### src/ihs_pkg.sv
// Package for the indexed heap sort block.
// Holds the fixed field widths shared by the interfaces and the RTL, and a store depth.
// No dependencies.
package ihs_pkg;

    localparam int KEY_FIELD_W = 32;
    localparam int IDX_W       = 6;
    localparam int STORE_DEPTH = 64;

endpackage

### src/ihs_if.sv
// Valid/ready channel interfaces for the indexed heap sort block.
// Depends on ihs_pkg for the field widths.
interface ihs_in_if;
    logic                                    valid;
    logic                                    ready;
    logic signed [ihs_pkg::KEY_FIELD_W-1:0]  key;
    logic        [ihs_pkg::IDX_W-1:0]        index_in;
    logic                                    last_in;

    modport source (output valid, key, index_in, last_in, input ready);
    modport sink   (input valid, key, index_in, last_in, output ready);
endinterface

interface ihs_out_if;
    logic                                    valid;
    logic                                    ready;
    logic        [ihs_pkg::IDX_W-1:0]        sorted_index;
    logic signed [ihs_pkg::KEY_FIELD_W-1:0]  sorted_key;
    logic                                    last_out;

    modport source (output valid, sorted_index, sorted_key, last_out, input ready);
    modport sink   (input valid, sorted_index, sorted_key, last_out, output ready);
endinterface

### src/ihs_ram.sv
// Synchronous memory with one write port and two registered read ports.
// Used for the index list and the key store; no package dependency.
module ihs_ram #(
    parameter int AW = 6,
    parameter int DW = 32
) (
    input  logic          i_clk,
    input  logic          i_we,
    input  logic [AW-1:0] i_waddr,
    input  logic [DW-1:0] i_wdata,
    input  logic          i_re_a,
    input  logic [AW-1:0] i_raddr_a,
    output logic [DW-1:0] o_rdata_a,
    input  logic          i_re_b,
    input  logic [AW-1:0] i_raddr_b,
    output logic [DW-1:0] o_rdata_b
);

    localparam int DEPTH = 1 << AW;

    logic [DW-1:0] r_mem [DEPTH];
    logic [DW-1:0] r_rdata_a;
    logic [DW-1:0] r_rdata_b;

    always_ff @(posedge i_clk) begin
        if (i_we) begin
            r_mem[i_waddr] <= i_wdata;
        end
    end

    // Read data holds until the next read on the same port.
    always_ff @(posedge i_clk) begin
        if (i_re_a) begin
            r_rdata_a <= r_mem[i_raddr_a];
        end
        if (i_re_b) begin
            r_rdata_b <= r_mem[i_raddr_b];
        end
    end

    assign o_rdata_a = r_rdata_a;
    assign o_rdata_b = r_rdata_b;

endmodule

### src/indexed_heap_sort.sv
// Indexed heap sort: loads up to MAX_ENTRIES requests on i_in, each a signed key
// stored at the next load position plus an index word for the index list. The
// request with last_in set starts an indirect max-heap sort of the index list by
// key; keys never move. Requests that arrive once MAX_ENTRIES are held are dropped,
// but a last_in on one still starts the sort of the stored set.
// Loading takes one request per cycle. i_in.ready is low from the last request
// until the final sorted result has been taken.
// The sort is paced by the single index memory and key memory, whose reads are
// registered. Every sift-down runs a setup (index read, key read, key latch),
// then for each heap level it descends an index read, a key read, and a compare
// and write back, and it places the element with a final index write. Each result
// then passes through index read, key read, output register and handshake; the
// next result is not read until it is taken, and a stalled receiver simply holds
// the result in the output register. Results come in ascending key order with
// last_out on the n-th.
// Reset (synchronous, active low) empties the set and drops any result pending;
// memory contents are kept and need no clearing.
module indexed_heap_sort #(
    parameter int MAX_ENTRIES = 64,
    parameter int KEY_BITS    = 32
) (
    input  logic  i_clk,
    input  logic  i_rst_n,
    ihs_in_if.sink    i_in,
    ihs_out_if.source o_out
);

    localparam int KW = (KEY_BITS < ihs_pkg::KEY_FIELD_W) ? KEY_BITS : ihs_pkg::KEY_FIELD_W;
    localparam int PW = (MAX_ENTRIES > 1) ? $clog2(MAX_ENTRIES) : 1;
    localparam int CW = PW + 1;
    localparam logic [CW-1:0] MAX_CNT = CW'(MAX_ENTRIES);

    typedef enum logic [10:0] {
        S_LOAD      = 11'b000_0000_0001,
        S_ROOT      = 11'b000_0000_0010,
        S_RKEY      = 11'b000_0000_0100,
        S_KLATCH    = 11'b000_0000_1000,
        S_SIFT_A    = 11'b000_0001_0000,
        S_SIFT_B    = 11'b000_0010_0000,
        S_SIFT_C    = 11'b000_0100_0000,
        S_EMIT_RD   = 11'b000_1000_0000,
        S_EMIT_KEY  = 11'b001_0000_0000,
        S_EMIT_OUT  = 11'b010_0000_0000,
        S_EMIT_WAIT = 11'b100_0000_0000
    } t_state;

    function automatic logic f_less(input logic [KW-1:0] a, input logic [KW-1:0] b);
        return $signed(a) < $signed(b);
    endfunction

    t_state r_state, n_state;

    logic [CW-1:0]             r_cnt;
    logic [CW-1:0]             r_n;
    logic [PW-1:0]             r_s;
    logic [PW-1:0]             r_e;
    logic                      r_extract;
    logic [PW-1:0]             r_r;
    logic [CW-1:0]             r_lim;
    logic [ihs_pkg::IDX_W-1:0] r_sift_idx;
    logic [KW-1:0]             r_sift_key;
    logic                      r_c1_ok;
    logic [PW-1:0]             r_child;
    logic [PW-1:0]             r_emit;
    logic                      r_out_valid;
    logic [ihs_pkg::IDX_W-1:0] r_out_index;
    logic [KW-1:0]             r_out_key;
    logic                      r_out_last;

    // Index memory: load position -> index word.
    logic                      idx_we, idx_re_a, idx_re_b;
    logic [PW-1:0]             idx_waddr, idx_raddr_a, idx_raddr_b;
    logic [ihs_pkg::IDX_W-1:0] idx_wdata, idx_rd_a, idx_rd_b;

    // Key memory: load position -> key, read by index word.
    logic                      key_we, key_re_a, key_re_b;
    logic [ihs_pkg::IDX_W-1:0] key_waddr, key_raddr_a, key_raddr_b;
    logic [KW-1:0]             key_wdata, key_rd_a, key_rd_b;

    logic                      in_acc, out_acc;
    logic [CW-1:0]             w_cnt_new;
    logic [CW-1:0]             w_child, w_child1;
    logic                      w_has_child;
    logic                      w_big_b;
    logic [ihs_pkg::IDX_W-1:0] w_big_idx;
    logic [KW-1:0]             w_big_key;
    logic                      w_swap;
    logic                      w_sift_done;

    ihs_ram #(.AW(PW), .DW(ihs_pkg::IDX_W)) u_idx_ram (
        .i_clk     (i_clk),
        .i_we      (idx_we),
        .i_waddr   (idx_waddr),
        .i_wdata   (idx_wdata),
        .i_re_a    (idx_re_a),
        .i_raddr_a (idx_raddr_a),
        .o_rdata_a (idx_rd_a),
        .i_re_b    (idx_re_b),
        .i_raddr_b (idx_raddr_b),
        .o_rdata_b (idx_rd_b)
    );

    ihs_ram #(.AW(ihs_pkg::IDX_W), .DW(KW)) u_key_ram (
        .i_clk     (i_clk),
        .i_we      (key_we),
        .i_waddr   (key_waddr),
        .i_wdata   (key_wdata),
        .i_re_a    (key_re_a),
        .i_raddr_a (key_raddr_a),
        .o_rdata_a (key_rd_a),
        .i_re_b    (key_re_b),
        .i_raddr_b (key_raddr_b),
        .o_rdata_b (key_rd_b)
    );

    assign i_in.ready         = (r_state == S_LOAD);
    assign o_out.valid        = r_out_valid;
    assign o_out.sorted_index = r_out_index;
    assign o_out.sorted_key   = ihs_pkg::KEY_FIELD_W'($signed(r_out_key));
    assign o_out.last_out     = r_out_last;

    assign in_acc  = i_in.valid && i_in.ready;
    assign out_acc = o_out.valid && o_out.ready;

    assign w_cnt_new   = (r_cnt < MAX_CNT) ? r_cnt + 1'b1 : r_cnt;
    assign w_child     = {r_r, 1'b1};
    assign w_child1    = w_child + 1'b1;
    assign w_has_child = (w_child < r_lim);

    // The element being sifted sits in a hole at r_r; its key is cached, so each
    // level only compares the two children against it.
    assign w_big_b   = r_c1_ok && f_less(key_rd_a, key_rd_b);
    assign w_big_idx = w_big_b ? idx_rd_b : idx_rd_a;
    assign w_big_key = w_big_b ? key_rd_b : key_rd_a;
    assign w_swap    = f_less(r_sift_key, w_big_key);

    assign w_sift_done = ((r_state == S_SIFT_A) && !w_has_child) ||
                         ((r_state == S_SIFT_C) && !w_swap);

    always_comb begin
        idx_we      = 1'b0;
        idx_waddr   = r_r;
        idx_wdata   = r_sift_idx;
        idx_re_a    = 1'b0;
        idx_raddr_a = r_s;
        idx_re_b    = 1'b0;
        idx_raddr_b = r_e;
        key_we      = 1'b0;
        key_waddr   = ihs_pkg::IDX_W'(r_cnt[PW-1:0]);
        key_wdata   = i_in.key[KW-1:0];
        key_re_a    = 1'b0;
        key_raddr_a = idx_rd_a;
        key_re_b    = 1'b0;
        key_raddr_b = idx_rd_b;
        unique case (r_state)
            S_LOAD: begin
                if (in_acc && (r_cnt < MAX_CNT)) begin
                    idx_we    = 1'b1;
                    idx_waddr = r_cnt[PW-1:0];
                    idx_wdata = i_in.index_in;
                    key_we    = 1'b1;
                end
            end
            S_ROOT: begin
                idx_re_a    = 1'b1;
                idx_raddr_a = r_extract ? '0 : r_s;
                idx_re_b    = r_extract;
            end
            S_RKEY: begin
                key_re_a    = 1'b1;
                key_raddr_a = r_extract ? idx_rd_b : idx_rd_a;
                // Extraction: the old root moves to the end of the heap.
                if (r_extract) begin
                    idx_we    = 1'b1;
                    idx_waddr = r_e;
                    idx_wdata = idx_rd_a;
                end
            end
            S_KLATCH: begin
            end
            S_SIFT_A: begin
                if (w_has_child) begin
                    idx_re_a    = 1'b1;
                    idx_raddr_a = w_child[PW-1:0];
                    idx_re_b    = 1'b1;
                    idx_raddr_b = w_child1[PW-1:0];
                end else begin
                    idx_we = 1'b1;
                end
            end
            S_SIFT_B: begin
                key_re_a = 1'b1;
                key_re_b = 1'b1;
            end
            S_SIFT_C: begin
                idx_we    = 1'b1;
                idx_wdata = w_swap ? w_big_idx : r_sift_idx;
            end
            S_EMIT_RD: begin
                idx_re_a    = 1'b1;
                idx_raddr_a = r_emit;
            end
            S_EMIT_KEY: begin
                key_re_a = 1'b1;
            end
            S_EMIT_OUT: begin
            end
            S_EMIT_WAIT: begin
            end
            default: begin
            end
        endcase
    end

    always_comb begin
        n_state = r_state;
        unique case (r_state)
            S_LOAD: begin
                if (in_acc && i_in.last_in) begin
                    n_state = (w_cnt_new > CW'(1)) ? S_ROOT : S_EMIT_RD;
                end
            end
            S_ROOT:     n_state = S_RKEY;
            S_RKEY:     n_state = S_KLATCH;
            S_KLATCH:   n_state = S_SIFT_A;
            S_SIFT_A:   n_state = w_has_child ? S_SIFT_B : S_ROOT;
            S_SIFT_B:   n_state = S_SIFT_C;
            S_SIFT_C:   n_state = w_swap ? S_SIFT_A : S_ROOT;
            S_EMIT_RD:  n_state = S_EMIT_KEY;
            S_EMIT_KEY: n_state = S_EMIT_OUT;
            S_EMIT_OUT: n_state = S_EMIT_WAIT;
            S_EMIT_WAIT: begin
                if (out_acc) begin
                    n_state = r_out_last ? S_LOAD : S_EMIT_RD;
                end
            end
            default:    n_state = S_LOAD;
        endcase
        // The last extraction step hands over to the output phase.
        if (w_sift_done && r_extract && (r_e == PW'(1))) begin
            n_state = S_EMIT_RD;
        end
    end

    always_ff @(posedge i_clk) begin
        if (!i_rst_n) begin
            r_state     <= S_LOAD;
            r_cnt       <= '0;
            r_out_valid <= 1'b0;
        end else begin
            r_state <= n_state;
            if (in_acc) begin
                r_cnt <= w_cnt_new;
            end
            if (r_state == S_EMIT_OUT) begin
                r_out_valid <= 1'b1;
            end else if (out_acc) begin
                r_out_valid <= 1'b0;
                if (r_out_last) begin
                    r_cnt <= '0;
                end
            end
        end
    end

    always_ff @(posedge i_clk) begin
        if (in_acc && i_in.last_in) begin
            r_n       <= w_cnt_new;
            r_s       <= w_cnt_new[CW-1:1] - 1'b1;
            r_extract <= 1'b0;
            r_emit    <= '0;
        end
        if (r_state == S_RKEY) begin
            r_sift_idx <= r_extract ? idx_rd_b : idx_rd_a;
            r_r        <= r_extract ? '0 : r_s;
            r_lim      <= r_extract ? {1'b0, r_e} : r_n;
        end
        if (r_state == S_KLATCH) begin
            r_sift_key <= key_rd_a;
        end
        if ((r_state == S_SIFT_A) && w_has_child) begin
            r_c1_ok <= (w_child1 < r_lim);
            r_child <= w_child[PW-1:0];
        end
        if ((r_state == S_SIFT_C) && w_swap) begin
            r_r <= w_big_b ? r_child + 1'b1 : r_child;
        end
        if (w_sift_done) begin
            if (!r_extract) begin
                if (r_s == '0) begin
                    r_extract <= 1'b1;
                    r_e       <= PW'(r_n - 1'b1);
                end else begin
                    r_s <= r_s - 1'b1;
                end
            end else if (r_e != PW'(1)) begin
                r_e <= r_e - 1'b1;
            end
        end
        if (r_state == S_EMIT_OUT) begin
            r_out_index <= idx_rd_a;
            r_out_key   <= key_rd_a;
            r_out_last  <= (({1'b0, r_emit} + 1'b1) == r_n);
        end
        if ((r_state == S_EMIT_WAIT) && out_acc) begin
            r_emit <= r_emit + 1'b1;
        end
    end

`ifndef SYNTHESIS
    a_no_load_while_result: assert property (@(posedge i_clk) disable iff (!i_rst_n)
        o_out.valid |-> !i_in.ready)
        else $error("input accepted while a sorted result is pending");

    a_count_bound: assert property (@(posedge i_clk) disable iff (!i_rst_n)
        r_cnt <= MAX_CNT)
        else $error("load count beyond the maximum set size");

    a_reload_after_last: assert property (@(posedge i_clk) disable iff (!i_rst_n)
        (o_out.valid && o_out.ready && o_out.last_out) |=> (i_in.ready && !o_out.valid))
        else $error("block did not return to loading after the final result");

    a_sift_in_heap: assert property (@(posedge i_clk) disable iff (!i_rst_n)
        (r_state == S_SIFT_B) |-> ({1'b0, r_child} < r_lim))
        else $error("sift read a child outside the heap");
`endif

endmodule
### src/flat_wrapper.sv
// flat-port wrapper written by rule: the top's interface ports become plain ports
module indexed_heap_sort_flat 
#(
    parameter int MAX_ENTRIES = 64,
    parameter int KEY_BITS    = 32
)
  (i_clk, i_rst_n, i_in_valid, i_in_key, i_in_index_in, i_in_last_in, i_in_ready, o_out_valid, o_out_sorted_index, o_out_sorted_key, o_out_last_out, o_out_ready);
  ihs_in_if i_in_i ();
  ihs_out_if o_out_i ();
  input  logic i_clk;
  input  logic i_rst_n;
  input wire logic [$bits(i_in_i.valid)-1:0] i_in_valid;
  input wire logic [$bits(i_in_i.key)-1:0] i_in_key;
  input wire logic [$bits(i_in_i.index_in)-1:0] i_in_index_in;
  input wire logic [$bits(i_in_i.last_in)-1:0] i_in_last_in;
  output wire logic [$bits(i_in_i.ready)-1:0] i_in_ready;
  output wire logic [$bits(o_out_i.valid)-1:0] o_out_valid;
  output wire logic [$bits(o_out_i.sorted_index)-1:0] o_out_sorted_index;
  output wire logic [$bits(o_out_i.sorted_key)-1:0] o_out_sorted_key;
  output wire logic [$bits(o_out_i.last_out)-1:0] o_out_last_out;
  input wire logic [$bits(o_out_i.ready)-1:0] o_out_ready;
  assign i_in_i.valid = i_in_valid;
  assign i_in_i.key = i_in_key;
  assign i_in_i.index_in = i_in_index_in;
  assign i_in_i.last_in = i_in_last_in;
  assign i_in_ready = i_in_i.ready;
  assign o_out_valid = o_out_i.valid;
  assign o_out_sorted_index = o_out_i.sorted_index;
  assign o_out_sorted_key = o_out_i.sorted_key;
  assign o_out_last_out = o_out_i.last_out;
  assign o_out_i.ready = o_out_ready;
  indexed_heap_sort #(.MAX_ENTRIES(MAX_ENTRIES), .KEY_BITS(KEY_BITS)) u_core (.i_clk(i_clk), .i_rst_n(i_rst_n), .i_in(i_in_i), .o_out(o_out_i));
endmodule
### config.mk
export PLATFORM = sky130hd
export DESIGN_NAME = indexed_heap_sort_flat
export DESIGN_NICKNAME = d
export VERILOG_FILES = /design/src/ihs_pkg.sv /design/src/ihs_if.sv /design/src/ihs_ram.sv /design/src/indexed_heap_sort.sv /design/src/flat_wrapper.sv
export SDC_FILE = /design/constraint.sdc
export NUM_CORES = 2
export LEC_CHECK = 0
export BUFFER_PORTS_ARGS = -buffer_cell sky130_fd_sc_hd__clkbuf_2
export CORE_UTILIZATION = 50
export CTS_CLUSTER_SIZE = 28
export DETAILED_ROUTE_END_ITERATION = 12
export HOLD_SLACK_MARGIN = 0.12
export PLACE_DENSITY = 0.76
export SLEW_MARGIN = 20
export SYNTH_ARGS = -nofsm -noshare
export SYNTH_HDL_FRONTEND = slang
export SYNTH_SLANG_ARGS = --single-unit
### constraint.sdc
create_clock -name i_clk -period 9.6 [get_ports i_clk]
set_clock_uncertainty 0.2 [all_clocks]
set_input_delay 1.92 -clock i_clk [delete_from_list [all_inputs] [get_ports i_clk]]
set_output_delay 1.92 -clock i_clk [all_outputs]
set_load 0.01 [all_outputs]
==> impl_metrics.env <==
export IMPL_areaGrowthSynthToFinish_pct=11.19
export IMPL_antenna_found_initial=27
export IMPL_synthSimpleGateAreaFrac_pct=4.392
export IMPL_regArea_um2=79290
export IMPL_grt_max_degree=151
export IMPL_synth_edf_count=2623
export IMPL_crit_arrival_ps=7760
export IMPL_ant_nets=0
export IMPL_dpl_cell_count=9957
export IMPL_die_area_um2=251600
export IMPL_status="finished clean"
export IMPL_syn_instance_count=6894
export IMPL_min_to="u_core.r_sift_key[14]"
export IMPL_drtIter0Drc=12690
export IMPL_syn_area_per_cell_um2=18.10
export IMPL_io_pins=84
export IMPL_max_slew_margin_pct=17.55
export IMPL_rsz0062_at_grt="false"
export IMPL_drc=0
export IMPL_globalRoute_busiestLayer="met2"
export IMPL_p_sw_share_pct=26.15
export IMPL_fill_cells=17990
export IMPL_synth_seq_cells=2649
export IMPL_ys_seq_area_share_pct=63.54
export IMPL_powerDensity_nw_per_um2=204.9
export IMPL_vdd_ir_drop_worst_uv=268.2
export IMPL_clock_path_buffers=4
export IMPL_initial_utilization_pct=50.23
export IMPL_critPathKind="flop to flop"
export IMPL_leakagePower_nw=43.60
export IMPL_stdcell_count=10470
export IMPL_post_cts_buffers=0
export IMPL_met2_usage_pct=45.17
export IMPL_grt_pass1_vias=74490
export IMPL_drive_gt1_share_pct=28.34
export IMPL_clock_sinks=2649
export IMPL_async_flop_share_pct=0
export IMPL_synth_top_family_by_area="multiplexers"
export IMPL_worstMarginPinSlew_ps=1237
export IMPL_grt_usage_pct=30.62
export IMPL_vias=76800
export IMPL_core_area_um2=248400
export IMPL_fin_nets=7053
export IMPL_cp_required_ps=10130
export IMPL_use_met1_pct=40.00
export IMPL_ys_flop_type="edfxtp_1"
export IMPL_grtUsageMet3_pct=11.13
export IMPL_combPwrFrac_pct=14.5
export IMPL_crit_path_start_kind="flop"
export IMPL_gr_total_overflow=0
export IMPL_htreeDepth=5
export IMPL_grt_pass1_wl_um=547600
export IMPL_die_w_um=501.6
export IMPL_yosys_warnings=0
export IMPL_tns_ps=0
export IMPL_p_clk_share_pct=38.3
export IMPL_route_detailed_wl_per_inst_um=37.07
export IMPL_cp_end_kind="flop"
export IMPL_finalHoldViolations=0
export IMPL_crit_path_start="u_core.u_key_ram.o_rdata_a[27]"
export IMPL_ff2ff_setup_slack_ps=2370
export IMPL_final_cell_mix="2623 x edfxtp_1, 1188 x mux4_2, 396 x nand2_1, 304 x clkbuf_16, 299 x a211oi_1"
export IMPL_p_int_mw=20.99
export IMPL_synth_area_leaders="edfxtp_1 63%, mux4_2 21%, mux2i_1 2.2%"
export IMPL_insertion_delay_ps=940
export IMPL_drv_cap=0
export IMPL_hold_buffers=0
export IMPL_final_common_cell="edfxtp_1"
export IMPL_place_ws_ps=2489
export IMPL_max_freq_mhz=138.3
export IMPL_r2r_start="u_core.u_key_ram.o_rdata_a[27]"
export IMPL_multiInputGateArea_um2=43900
export IMPL_final_util_pct=55.85
export IMPL_syn_cell_area_um2=124800
export IMPL_cts_resized=0
export IMPL_tritoncts="done"
export IMPL_numCtsBuffers=293
export IMPL_die_h_um=501.6
export IMPL_yosysTopAreaCell="edfxtp_1"
export IMPL_hpwl_um=222800
export IMPL_fin_ws_ps=2371
export IMPL_yosysUniqueCellTypes=87
export IMPL_period_needed_ps=7229
export IMPL_synth_mux_area_fraction_pct=24.27
export IMPL_hold_path_class="flop to flop"
export IMPL_rr_worst_depth=20
export IMPL_p_seq_share_pct=47.2
export IMPL_power_net_switching_mw=7.434
export IMPL_synth_top_area_share_pct=63.12
export IMPL_syn_num_nets=7022
export IMPL_path_max_fanout=55
export IMPL_worstHoldStart="u_core.u_key_ram.o_rdata_a[14]"
export IMPL_finalCritPeriodShare_pct=75.31
export IMPL_wl_um=388100
export IMPL_synth_compound_area_share_pct=4.753
export IMPL_gp_congestion=0.9411
export IMPL_viasPerCell=7.335
export IMPL_clockRootBuffer="clkbuf_16"
export IMPL_portBuffers=83
export IMPL_holdPathStages=0
export IMPL_clk_pin_slew_worst_paths_ps=60
export IMPL_first_pass_iters=8
export IMPL_maxSlewViolCount=0
export IMPL_reg2reg_to="u_core.u_idx_ram.r_mem[54][0]"
export IMPL_synth_xor_area_share_pct=0.2667
export IMPL_setup_viol=0
export IMPL_core_rowCount=183
export IMPL_synth_adder_area_share_pct=0.8523
export IMPL_power_mw=28.43
-- Yosys cell counts, drive strengths merged (20+ instances only) --
| cell | instances |
|---|---|
| a211oi | 300 |
| a21boi | 23 |
| a21oi | 226 |
| a311oi | 78 |
| and2 | 30 |
| and3 | 51 |
| buf | 222 |
| clkbuf | 296 |
| dfxtp | 26 |
| edfxtp | 2623 |
| ha | 85 |
| inv | 71 |
| mux2 | 66 |
| mux2i | 278 |
| mux4 | 1188 |
| nand2 | 398 |
| nand3 | 166 |
| nor2 | 232 |
| nor2b | 144 |
| nor3 | 46 |
| nor4 | 21 |
| o211ai | 29 |
| o21ai | 48 |
| o221a | 20 |
-- layout make-up --
cell class,count,area share [%]
sequential,2649,57.15
multi-input combinational,3655,31.64
clock buffer,367,5.653
tap,3330,3.003
timing repair buffer,254,1.465
clock inverter,130,0.8729
inverter,72,0.1957
antenna,13,0.02345
-- registers in the layout (all words and copies together) (netlist names), 5 cells and up --
register / count
u_core.r_state: 11
u_core.r_emit: 6
u_core.u_key_ram.o_rdata_b: 32
u_core.o_out.sorted_index: 6
u_core.r_n: 7
u_core.u_key_ram.r_mem: 2048
u_core.r_lim: 7
u_core.r_s: 6
u_core.u_key_ram.o_rdata_a: 32
u_core.r_r: 6
u_core.r_e: 6
u_core.u_idx_ram.r_mem: 384
u_core.u_idx_ram.o_rdata_a: 6
u_core.r_child: 5
u_core.r_sift_key: 32
u_core.o_out.sorted_key: 32
u_core.u_idx_ram.o_rdata_b: 6
u_core.r_sift_idx: 6
u_core.r_cnt: 7
-- routing by layer --
metal / vias to the layer above / share of wire, %
li1: 29120 / -
met1: 39200 / 34
met2: 7175 / 44
met3: 1279 / 16
met4: 18 / 5.9
met5: - / 0.027
-- power groups by stage --
stage	combinational, mW	sequential [mW]	clock [mW]
detailed placement	3.95	13.6	0
floorplan	2.55	13.6	0
finish	4.12	13.4	10.9
global route	4.26	13.4	11.3
CTS	3.97	13.4	10.9
global placement	3.87	13.6	0
-- critical path: stages, from the launching register on --
cell,delay (ps)
edfxtp_1,450
ha_1,390
nand4_1,170
nor4_1,470
nand2_1,120
a31oi_1,220
nand4bb_4,330
buf_4,580
a21oi_1,160
ha_1,320
a21o_1,110
a21o_1,110
a211oi_1,70
o31ai_1,380
o21bai_1,130
a211o_1,310
or4_1,600
o211a_1,180
nor2b_1,290
o221ai_4,910
buf_4,470
-- how the worst max path moves through the flow --
| stage | to | slack (ps) |
|---|---|---|
| 5_1_grt | u_core.u_idx_ram.r_mem[41][0] | 2020 |
| 3_5_place_dp | u_core.u_idx_ram.r_mem[61][0] | 2490 |
| 6_report | u_core.u_idx_ram.r_mem[54][0] | 2370 |
| 4_1_cts | u_core.u_idx_ram.r_mem[41][0] | 2440 |
| 2_1_floorplan | u_core.u_idx_ram.r_mem[0][3] | 2010 |
| 3_3_place_gp | u_core.u_idx_ram.r_mem[57][0] | 2620 |
-- cell families after synthesis --
| group | count (synthesis) |
|---|---|
| buffers and inverters | 590 |
| DFF | 2649 |
| xor gates and xnor gates | 38 |
| and+or+nand+nor | 1156 |
| adders and majority gates | 85 |
| muxes | 1532 |
| AOI/OAI and AO/OA | 844 |
-- stage by stage --
step                hold WS (ps)  instance area (µm²)
finish                     299.2               138700
global route               321.5               138700
CTS                        306.2               138600
detailed placement         299.4               129600
global placement           274.2               129500
floorplan                  251.6               124800
(Power assumes the default switching activity.)
